## config.mk

```make
export PLATFORM = sky130hd
export DESIGN_NAME = tssc_ctrl
export DESIGN_NICKNAME = d
export VERILOG_FILES = /design/src/sv/tssc_pkg.sv /design/src/sv/tssc_ctrl.sv
export SDC_FILE = /design/constraint.sdc
export NUM_CORES = 1
export LEC_CHECK = 0
export BUFFER_PORTS_ARGS = -buffer_cell sky130_fd_sc_hd__buf_2
export CORE_AREA = 2 2 39 41
export CTS_CLUSTER_DIAMETER = 30
export CTS_CLUSTER_SIZE = 24
export DETAILED_ROUTE_END_ITERATION = 7
export DIE_AREA = 0 0 41 43
export GPL_TIMING_DRIVEN = 0
export SLEW_MARGIN = 20
export SYNTH_ARGS = -nofsm -noshare
export SYNTH_HDL_FRONTEND = slang
export SYNTH_SLANG_ARGS = --single-unit
export TNS_END_PERCENT = 100
```

## constraint.sdc

```tcl
create_clock -name clk_i -period 1.7 [get_ports clk_i]
set_clock_uncertainty 0.15 [all_clocks]
set_input_delay 0.34 -clock clk_i [delete_from_list [all_inputs] [get_ports clk_i]]
set_output_delay 0.34 -clock clk_i [all_outputs]
set_load 0.01 [all_outputs]
```

## src/sv/tssc_pkg.sv

```systemverilog
// Shared types and constants for the terrain step-cost stencil.
// Holds register indexes, cost codes, the stored cell format and the
// command and status groups between the controller and the datapath.
package tssc_pkg;

  // Largest row length the line history is sized for.
  localparam int unsigned DEF_MAX_WIDTH = 1024;

  // Stream and configuration port widths.
  localparam int unsigned TDATA_IN_W  = 40;
  localparam int unsigned TUSER_IN_W  = 2;
  localparam int unsigned TDATA_OUT_W = 8;
  localparam int unsigned TUSER_OUT_W = 2;
  localparam int unsigned CFG_AW      = 3;
  localparam int unsigned CFG_DW      = 16;

  // Configuration register indexes.
  typedef enum logic [CFG_AW-1:0] {
    REG_MAP_WIDTH      = 3'd0,
    REG_BODY_HEIGHT    = 3'd1,
    REG_MAX_STEP       = 3'd2,
    REG_FLAT_THRESHOLD = 3'd3,
    REG_COST_SCALE     = 3'd4
  } reg_idx_e;

  // Register values after reset.
  localparam logic [10:0] RST_MAP_WIDTH      = 11'd1024;
  localparam logic [15:0] RST_BODY_HEIGHT    = 16'd614;
  localparam logic [15:0] RST_MAX_STEP       = 16'd205;
  localparam logic [15:0] RST_FLAT_THRESHOLD = 16'd20;
  localparam logic [7:0]  RST_COST_SCALE     = 8'd120;

  // Cost byte codes.
  localparam logic [7:0] COST_UNKNOWN = 8'd255;
  localparam logic [7:0] COST_LETHAL  = 8'd254;
  localparam logic [7:0] COST_CAP     = 8'd253;
  localparam logic [7:0] COST_FREE    = 8'd0;

  typedef enum logic [1:0] {
    CLS_UNKNOWN = 2'd0,
    CLS_FREE    = 2'd1,
    CLS_STEP    = 2'd2,
    CLS_LETHAL  = 2'd3
  } cell_class_e;

  // Window slots that are fetched from the line history.
  typedef enum logic [2:0] {
    TAP_MID_NEW = 3'd0,
    TAP_TOP_NEW = 3'd1,
    TAP_MID_CEN = 3'd2,
    TAP_MID_OLD = 3'd3,
    TAP_TOP_CEN = 3'd4,
    TAP_TOP_OLD = 3'd5
  } tap_e;

  localparam logic [2:0] LAST_TAP_SHIFT = 3'd1;
  localparam logic [2:0] LAST_TAP_FULL  = 3'd5;

  // Rounding divider: quotient bits and remainder width.
  localparam int unsigned QUOT_W = 9;
  localparam int unsigned REM_W  = 26;
  localparam logic [3:0]  DIV_TOP = 4'd8;

  // One stored grid cell.
  typedef struct packed {
    logic               pad;
    logic               ok;
    logic signed [15:0] g;
    logic signed [15:0] t;
  } cell_t;

  // Controller to datapath commands.
  typedef struct packed {
    logic accept;
    logic rd_en;
    tap_e rd_tap;
    logic clr_refill;
    logic diff;
    logic max;
    logic mul;
    logic div;
    logic load;
  } tssc_cmd_t;

  // Datapath to controller status.
  typedef struct packed {
    logic refill;
    logic has_res;
    logic need_div;
    logic div_last;
    logic out_busy;
  } tssc_sts_t;

endpackage

```

## src/sv/tssc_ctrl.sv

```systemverilog
// Sequencer for the terrain step-cost stencil.
// Steps each item through history reads, neighbor differences, maximum, scaling,
// division where a scaled step cost needs it and the output load; depends on tssc_pkg.
module tssc_ctrl import tssc_pkg::*; (
  input  logic      clk_i,
  input  logic      rst_ni,
  input  logic      in_valid_i,
  output logic      in_ready_o,
  input  tssc_sts_t sts_i,
  output tssc_cmd_t cmd_o
);

  localparam logic [2:0] ST_IDLE = 3'd0;
  localparam logic [2:0] ST_READ = 3'd1;
  localparam logic [2:0] ST_LAND = 3'd2;
  localparam logic [2:0] ST_DIFF = 3'd3;
  localparam logic [2:0] ST_MAX  = 3'd4;
  localparam logic [2:0] ST_MUL  = 3'd5;
  localparam logic [2:0] ST_DIV  = 3'd6;
  localparam logic [2:0] ST_FIN  = 3'd7;

  logic [2:0] state_q, state_d;
  logic [2:0] rd_cnt_q, rd_cnt_d;
  logic       last_tap;

  assign in_ready_o = (state_q == ST_IDLE);
  assign last_tap   = (rd_cnt_q == (sts_i.refill ? LAST_TAP_FULL : LAST_TAP_SHIFT));

  // Next state and command decode.
  always_comb begin
    state_d  = state_q;
    rd_cnt_d = rd_cnt_q;
    cmd_o    = '0;
    cmd_o.rd_tap = tap_e'(rd_cnt_q);
    unique case (state_q)
      ST_IDLE: begin
        if (in_valid_i) begin
          cmd_o.accept = 1'b1;
          rd_cnt_d     = '0;
          state_d      = ST_READ;
        end
      end
      ST_READ: begin
        cmd_o.rd_en = 1'b1;
        rd_cnt_d    = rd_cnt_q + 3'd1;
        if (last_tap) begin
          state_d = ST_LAND;
        end
      end
      ST_LAND: begin
        cmd_o.clr_refill = 1'b1;
        state_d          = ST_DIFF;
      end
      ST_DIFF: begin
        cmd_o.diff = 1'b1;
        state_d    = ST_MAX;
      end
      ST_MAX: begin
        cmd_o.max = 1'b1;
        state_d   = ST_MUL;
      end
      ST_MUL: begin
        cmd_o.mul = 1'b1;
        if (!sts_i.has_res) begin
          state_d = ST_IDLE;
        end else if (sts_i.need_div) begin
          state_d = ST_DIV;
        end else begin
          state_d = ST_FIN;
        end
      end
      ST_DIV: begin
        cmd_o.div = 1'b1;
        if (sts_i.div_last) begin
          state_d = ST_FIN;
        end
      end
      ST_FIN: begin
        if (!sts_i.out_busy) begin
          cmd_o.load = 1'b1;
          state_d    = ST_IDLE;
        end
      end
      default: begin
        state_d = ST_IDLE;
      end
    endcase
  end

  always_ff @(posedge clk_i or negedge rst_ni) begin
    if (!rst_ni) begin
      state_q  <= ST_IDLE;
      rd_cnt_q <= '0;
    end else begin
      state_q  <= state_d;
      rd_cnt_q <= rd_cnt_d;
    end
  end

endmodule

```

==> results of run 1 <==
-- worst min-delay path: stages --
cell and delay [ps]:
buf_2 90, inv_1 50, a2bb2oi_2 40
-- placed cells by master, fill, tap and decap left out --
cell,n
nor2_1,3
nand3_1,1
a21oi_1,2
nand2b_1,2
and2_1,1
dfrtp_1,5
nor3_1,2
nand2_1,1
o2bb2ai_1,2
or3b_4,1
buf_4,3
dlygate4sd3_1,1
a21oi_2,1
nor3_2,3
inv_1,3
clkbuf_4,3
mux2i_1,1
nor3_4,1
ha_1,2
a2bb2oi_2,1
o211ai_1,2
o221ai_1,1
buf_2,19
xnor2_1,1
mux2_2,1
inv_2,3
o21ai_0,1
o22ai_1,1
buf_6,3
dfrtp_2,1
-- cell type report --
cell class,instances,area (µm²),area share (%)
Buffer,2,22.5,3.60
Sequential cell,6,151,24.2
Clock buffer,3,22.5,3.60
Multi-Input combinational cell,31,248,39.6
Timing Repair Buffer,24,139,22.2
Tap cell,16,20.0,3.20
Inverter,6,22.5,3.60
-- kinds of logic (layout without fill, tap and decap cells) --
kind of cell | after synthesis | count (layout) | share of synthesized area (%)
AO/OA/AOI/OAI | 11 | 11 | 21.0
XOR/XNOR | 1 | 1 | 2.13
adder cells (fa/ha/maj) | 2 | 2 | 6.10
buffers and inverters | 8 | 35 | 9.45
flip-flops | 6 | 6 | 36.6
multiplexers | 2 | 2 | 5.18
AND/OR/NAND/NOR | 15 | 15 | 19.5
-- worst min-delay path by stage --
stage,startpoint,slack [ps],depth (start not counted),endpoint
2_1_floorplan,rst_ni,-110,0,rd_cnt_q[0]$_DFFE_PN0P_
3_3_place_gp,rst_ni,20,1,rd_cnt_q[2]$_DFFE_PN0P_
3_5_place_dp,rst_ni,30,1,rd_cnt_q[2]$_DFFE_PN0P_
4_1_cts,sts_i[1],170,3,state_q[0]$_DFFE_PN0P_
5_1_grt,sts_i[1],170,3,state_q[0]$_DFFE_PN0P_
6_report,sts_i[1],180,3,state_q[0]$_DFFE_PN0P_
-- routing by layer --
metal	vias up	wire length [µm]
li1	215	-
met1	197	454
met2	15	538
met3	0	74
met4	0	0
met5	-	0
-- power groups by stage --
stage / registers, mW / clock network, mW / logic, mW
finish: 0.303 / 0.131 / 0.818
global route: 0.315 / 0.148 / 0.909
CTS: 0.296 / 0.138 / 0.771
detailed placement: 0.296 / 0 / 0.667
global placement: 0.290 / 0 / 0.661
floorplan: 0.297 / 0 / 0.466
-- per-stage QoR --
step / hold WS, ps / power (mW) / util (%) / setup TNS [ps]
floorplan: -106 / 0.763 / - / 0
global placement: 20.1 / 0.951 / 38.0 / 0
detailed placement: 26.8 / 0.963 / 38.0 / 0
CTS: 172 / 1.21 / 43.8 / -60.6
global route: 172 / 1.37 / 45.2 / -192
finish: 180 / 1.25 / 45.2 / -46.5
-- timing repair --
| item | 4_1_cts | 5_1_grt |
|---|---|---|
| setup buffers | 3 | 0 |
| hold buffers | 1 | 0 |
| setup endpoints to repair | 5 | 5 |
| gates resized for setup | 5 | 5 |
| cloned | 1 | 0 |
| pin swaps | 1 | 1 |
| hold endpoints to repair | 6 | 0 |
-- registers in the layout, summed over array words and instances, names as in the netlist --
signal	count
rd_cnt_q	3
state_q	3
==> flow_metrics.py, run 1 <==
metrics = {
    "layout": {
        "fin_nets": 84,
        "n_antenna_cell": 0,
        "layout.filler_cells": 145,
        "instances_no_fill": 88,
        "final_cell_area_um2": 626,
        "syn_to_final_growth_pct": 52.4,
        "drive_gt1_share_pct": 55.6,
    },
    "clock_network": {
        "cts_buffer_depth": 2,
        "cts.sinks": 6,
        "clk_latency_ps": 250,
        "cts_root_buf": "clkbuf_4",
        "cts_buffers": 3,
        "clkTransAtPathRegs_ps": 40,
        "cts_tree": "built",
        "cts_max_level": 1,
    },
    "placed_design": {
        "port_buffers": 19,
        "gp_congestion": 0.822,
        "place_ws_ps": 111,
        "placed_cell_area_um2": 526,
        "post-dp-hpwl_um": 742,
        "placedCellCount": 80,
    },
    "grt": {
        "overflow": 0,
        "grt_max_degree": 11,
        "grtUsageTotal_pct": 14.2,
        "grtUsageMet3_pct": 7.85,
        "grt_util_met1_pct": 17.9,
        "grt_util_met2_pct": 20.3,
        "grt_pass1_vias": 395,
        "grt_pass1_wl_mm": 1.66,
        "busiest_layer": "met2",
        "antenna_found_initial": 0,
    },
    "power": {
        "peakVddDrop_v": 0.000764,
        "power.net_switching_uw": 553,
        "p_per_area_nw_per_um2": 2000,
        "leakage_nw": 0.312,
        "p_int_uw": 699,
        "seq_power_share_pct": 24.2,
        "switching_share_pct": 44.2,
        "clkPwrFrac_pct": 10.5,
        "pwr-share-comb_pct": 65.3,
    },
    "logic_synthesis": {
        "synth_common_cells": "6 x dfrtp_1, 6 x nor3_1, 4 x inv_1",
        "netlist_area_um2": 410,
        "ys_warn_count": 0,
        "synth_edf_count": 0,
        "yosys_most_used_dff": "dfrtp_1",
        "synth.net_count": 55,
        "synth.distinct_cells": 24,
        "ys_seq_area_share_pct": 36.6,
        "synthCells": 45,
        "ys_top_cells_by_area": "dfrtp_1 37%, nor3_1 7.3%, ha_1 6.1%, o2bb2ai_1 4.3%, a2bb2oi_2 3.7%",
        "synth_top_area_share_pct": 36.6,
        "async_flop_share_pct": 100,
        "synth_top_area_cell": "dfrtp_1",
        "ys_ff_latch": 6,
        "synth.avg_cell_area_um2": 9.12,
    },
    "sta": {
        "tightestPinTransition_ps": 284,
        "finalCritPeriodShare_pct": 103,
        "maxSlewViolCount": 0,
        "setup_viol": 1,
        "post-route-min-period_ps": 1750,
        "rsz0062_at_grt": "yes",
        "fmax_mhz": 573,
        "finalWorstSetupSlack_ps": -46.5,
        "max_slew_margin_pct": 81.0,
        "finalHoldViolCount": 0,
    },
    "run": {
        "cap_violations": 0,
    },
    "critical_path": {
        "cp-end-kind": "primary output",
        "r2r_end": "state_q[1]$_DFFE_PN0P_",
        "r2r_cells": 5,
        "r2r-start": "state_q[0]$_DFFE_PN0P_",
        "critPathTopFamily": "simple AND/OR/NAND/NOR gates",
        "worstPathMaxFanout": 5,
        "critPathBufInv": 3,
        "crit_path_cell_trace": "buf_6 > or3b_4 > inv_2 > buf_6",
        "arrival_ps": 1260,
        "cpPeakStageDelay_ps": 380,
        "slowest_stage": "or3b_4",
        "ff2ff_setup_slack_ps": 140,
        "crit_top_cell": "buf_6",
        "crit_type": "flop to primary output",
        "start_kind": "flop",
        "cp.required_ps": 1210,
        "endpoint": "cmd_o[9]",
        "worstSetupStartpoint": "state_q[0]$_DFFE_PN0P_",
        "worst-path-stages": 4,
    },
    "floorplan": {
        "dieArea_um2": 1760,
        "die_h_um": 43,
        "ios": 20,
        "die_x_um": 41,
        "core_um2": 1380,
        "start_util_pct": 29.7,
        "rows": 14,
    },
    "run_status": {
        "status": "finished with violations",
        "failed_checks": "negative setup slack",
    },
    "route": {
        "wire_per_inst_um": 12.1,
        "drtPass1Iterations": 4,
        "drt_wl_total_mm": 1.07,
        "via_count": 427,
        "post-route-drc-count": 0,
        "drtIter0Drc": 3,
        "postRouteAntennaNets": 0,
        "viasPerCell": 4.85,
    },
    "min_path": {
        "hold_class": "input pin to flop",
    },
}
Power figures use the tool's default switching activity.
==> run 2, diff against run 1 <==
--- a/config.mk
+++ b/config.mk
@@ -14,2 +14,3 @@
 export GPL_TIMING_DRIVEN = 0
+export PLACE_DENSITY = 0.54
 export SLEW_MARGIN = 20
==> constraint.sdc (replaced) <==
create_clock -name clk_i -period 1.7 [get_ports clk_i]
set_clock_uncertainty 0.15 [all_clocks]
set_input_delay 0 -clock clk_i [delete_from_list [all_inputs] [get_ports clk_i]]
set_output_delay 0 -clock clk_i [all_outputs]
set_load 0.01 [all_outputs]
==> run 2 against run 1 <==
The run now ends clean. Maximum frequency increased by 17%. Routed wire length decreased by 10%. Sequential cell count unchanged. Worst hold slack got worse by 180 ps. Design area decreased by 4.4%. First-iteration DRC count increased to 2.7 times the previous value. Non-clock buffer count unchanged. Global-route usage decreased by 1.5 points. Sequential power decreased by 4%. Critical endpoint is now cmd_o[1]. Highest routed layer unchanged.
==> flow_metrics.py, run 2 (same netlist as run 1, synthesis figures left out) <==
metrics = {
    "critical_path": {
        "crit_path_cell_trace": "inv_1 > nor3_1 > buf_2",
        "start_kind": "flop",
        "cp-end-kind": "primary output",
        "arrival_ps": 1350,
        "cpPeakStageDelay_ps": 460,
        "worstPathMaxFanout": 8,
        "slowest_stage": "dfrtp_1",
        "crit_type": "flop to primary output",
        "cp.required_ps": 1550,
    },
    "clock_network": {
        "cts_tree": "built",
        "clk_latency_ps": 250,
        "cts_root_buf": "clkbuf_4",
        "cts_max_level": 1,
        "clkTransAtPathRegs_ps": 50,
        "cts_setup_buffers": 0,
        "cts_buffer_depth": 2,
        "cts.sinks": 6,
        "cts_buffers": 3,
    },
    "floorplan": {
        "ios": 20,
        "rows": 14,
        "start_util_pct": 29.7,
        "die_h_um": 43,
        "dieArea_um2": 1760,
        "die_x_um": 41,
        "core_um2": 1380,
    },
    "power": {
        "p_per_area_nw_per_um2": 1820,
        "seq_power_share_pct": 26.6,
        "peakVddDrop_v": 0.000932,
        "switching_share_pct": 43.8,
        "power.net_switching_uw": 478,
        "p_int_uw": 613,
        "pwr-share-comb_pct": 61.3,
        "clkPwrFrac_pct": 12.1,
        "leakage_nw": 0.303,
    },
    "placed_design": {
        "post-dp-hpwl_um": 727,
        "port_buffers": 19,
        "gp_congestion": 0.760,
    },
    "sta": {
        "hold_ws_ps": 2.15,
        "post-route-min-period_ps": 1500,
        "tightestPinTransition_ps": 305,
        "maxSlewViolCount": 0,
        "tns_ps": 0,
        "rsz0062_at_grt": "no",
        "finalHoldViolCount": 0,
        "finalCritPeriodShare_pct": 88.2,
        "setup_viol": 0,
        "max_slew_margin_pct": 79.5,
        "fmax_mhz": 667,
    },
    "layout": {
        "syn_to_final_growth_pct": 45.7,
        "reg_top3": "rd_cnt_q: 3 flops, state_q: 3 flops",
        "fin_nets": 84,
        "drive_gt1_share_pct": 41.7,
        "seqCellArea_um2": 150,
        "most-common-layout-cells": "20 x buf_2, 6 x nor3_1, 6 x dfrtp_1, 5 x dlygate4sd3_1, 4 x inv_1",
        "n_antenna_cell": 0,
        "multi_input_area_um2": 221,
        "layout_commonest_cell": "buf_2",
        "layout.filler_cells": 151,
    },
    "route": {
        "postRouteAntennaNets": 0,
        "drt_wl_total_um": 957,
        "drtPass1Iterations": 4,
        "via_count": 415,
        "viasPerCell": 4.72,
        "wire_per_inst_um": 10.9,
        "drtIter0Drc": 8,
        "post-route-drc-count": 0,
    },
    "grt": {
        "grt_max_degree": 11,
        "grt_pass1_wl_mm": 1.44,
        "antenna_found_initial": 0,
        "grtUsageTotal_pct": 12.7,
        "grt_pass1_vias": 361,
        "overflow": 0,
    },
    "run": {
        "cap_violations": 0,
    },
    "run_status": {
        "status": "finished clean",
    },
    "min_path": {
        "hold_class": "input pin to flop",
    },
}
-- run 2: cell count changes in the layout (fill, tap and decap cells not counted), sizes merged --
cell         previous run  this run
buf                    25        21
dlygate4sd3             1         5
-- run 2: final cells by class --
| class | instances | area share [%] |
|---|---|---|
| buffer | 2 | 2.72 |
| sequential | 6 | 25.1 |
| clock buffer | 3 | 3.77 |
| tap | 16 | 3.35 |
| multi-input combinational | 31 | 37.0 |
| inverter | 6 | 3.77 |
| timing repair buffer | 24 | 24.3 |
-- run 2: final timing paths --
kind	cells past startpoint	end	slack [ps]	startpoint
max in group asynchronous	3	state_q[1]$_DFFE_PN0P_	630	rst_ni
min	3	rd_cnt_q[2]$_DFFE_PN0P_	2	in_valid_i
min reg2reg	1	rd_cnt_q[1]$_DFFE_PN0P_	400	rd_cnt_q[1]$_DFFE_PN0P_
max reg2reg	3	state_q[1]$_DFFE_PN0P_	250	state_q[1]$_DFFE_PN0P_
min in group asynchronous	3	rd_cnt_q[1]$_DFFE_PN0P_	530	rst_ni
max	3	cmd_o[1]	200	state_q[1]$_DFFE_PN0P_
-- run 2: critical path, delay by kind of cell (launching register included) --
| family | cells | cell delay (ps) |
|---|---|---|
| buf+inv | 2 | 330 |
| flops | 1 | 460 |
| simple gates | 1 | 320 |
-- run 2: routing by layer --
metal	vias up	wire [µm]	track usage, %
li1	216	-	-
met1	190	415	15.1
met2	9	487	17.5
met3	0	53	7.85
met4	0	0	6.00
met5	-	0	0
-- run 2: power groups by stage --
stage	sequential (mW)	clock (mW)	combinational, mW
after floorplan	0.297	0	0.466
after global placement	0.293	0	0.667
after detailed placement	0.292	0	0.667
after CTS	0.291	0.138	0.678
after global routing	0.300	0.149	0.738
final	0.290	0.132	0.668
-- run 2: per-stage QoR --
step | power [mW] | std cells | utilization (%) | cell area, µm² | worst slack (ps)
after CTS | 1.11 | 88 | 43.2 | 598 | 191
after detailed placement | 0.959 | 80 | 38.0 | 526 | 253
final | 1.09 | 88 | 43.2 | 598 | 201
after floorplan | 0.763 | 45 | - | 410 | 354
after global placement | 0.960 | 80 | 38.0 | 526 | 245
after global routing | 1.19 | 88 | 43.2 | 598 | 55.8
-- run 2: repair_timing --
action | in CTS | in global routing
hold buffers | 5 | 0
endpoints found under the hold margin | 9 | 0
gates resized for setup | 0 | 0
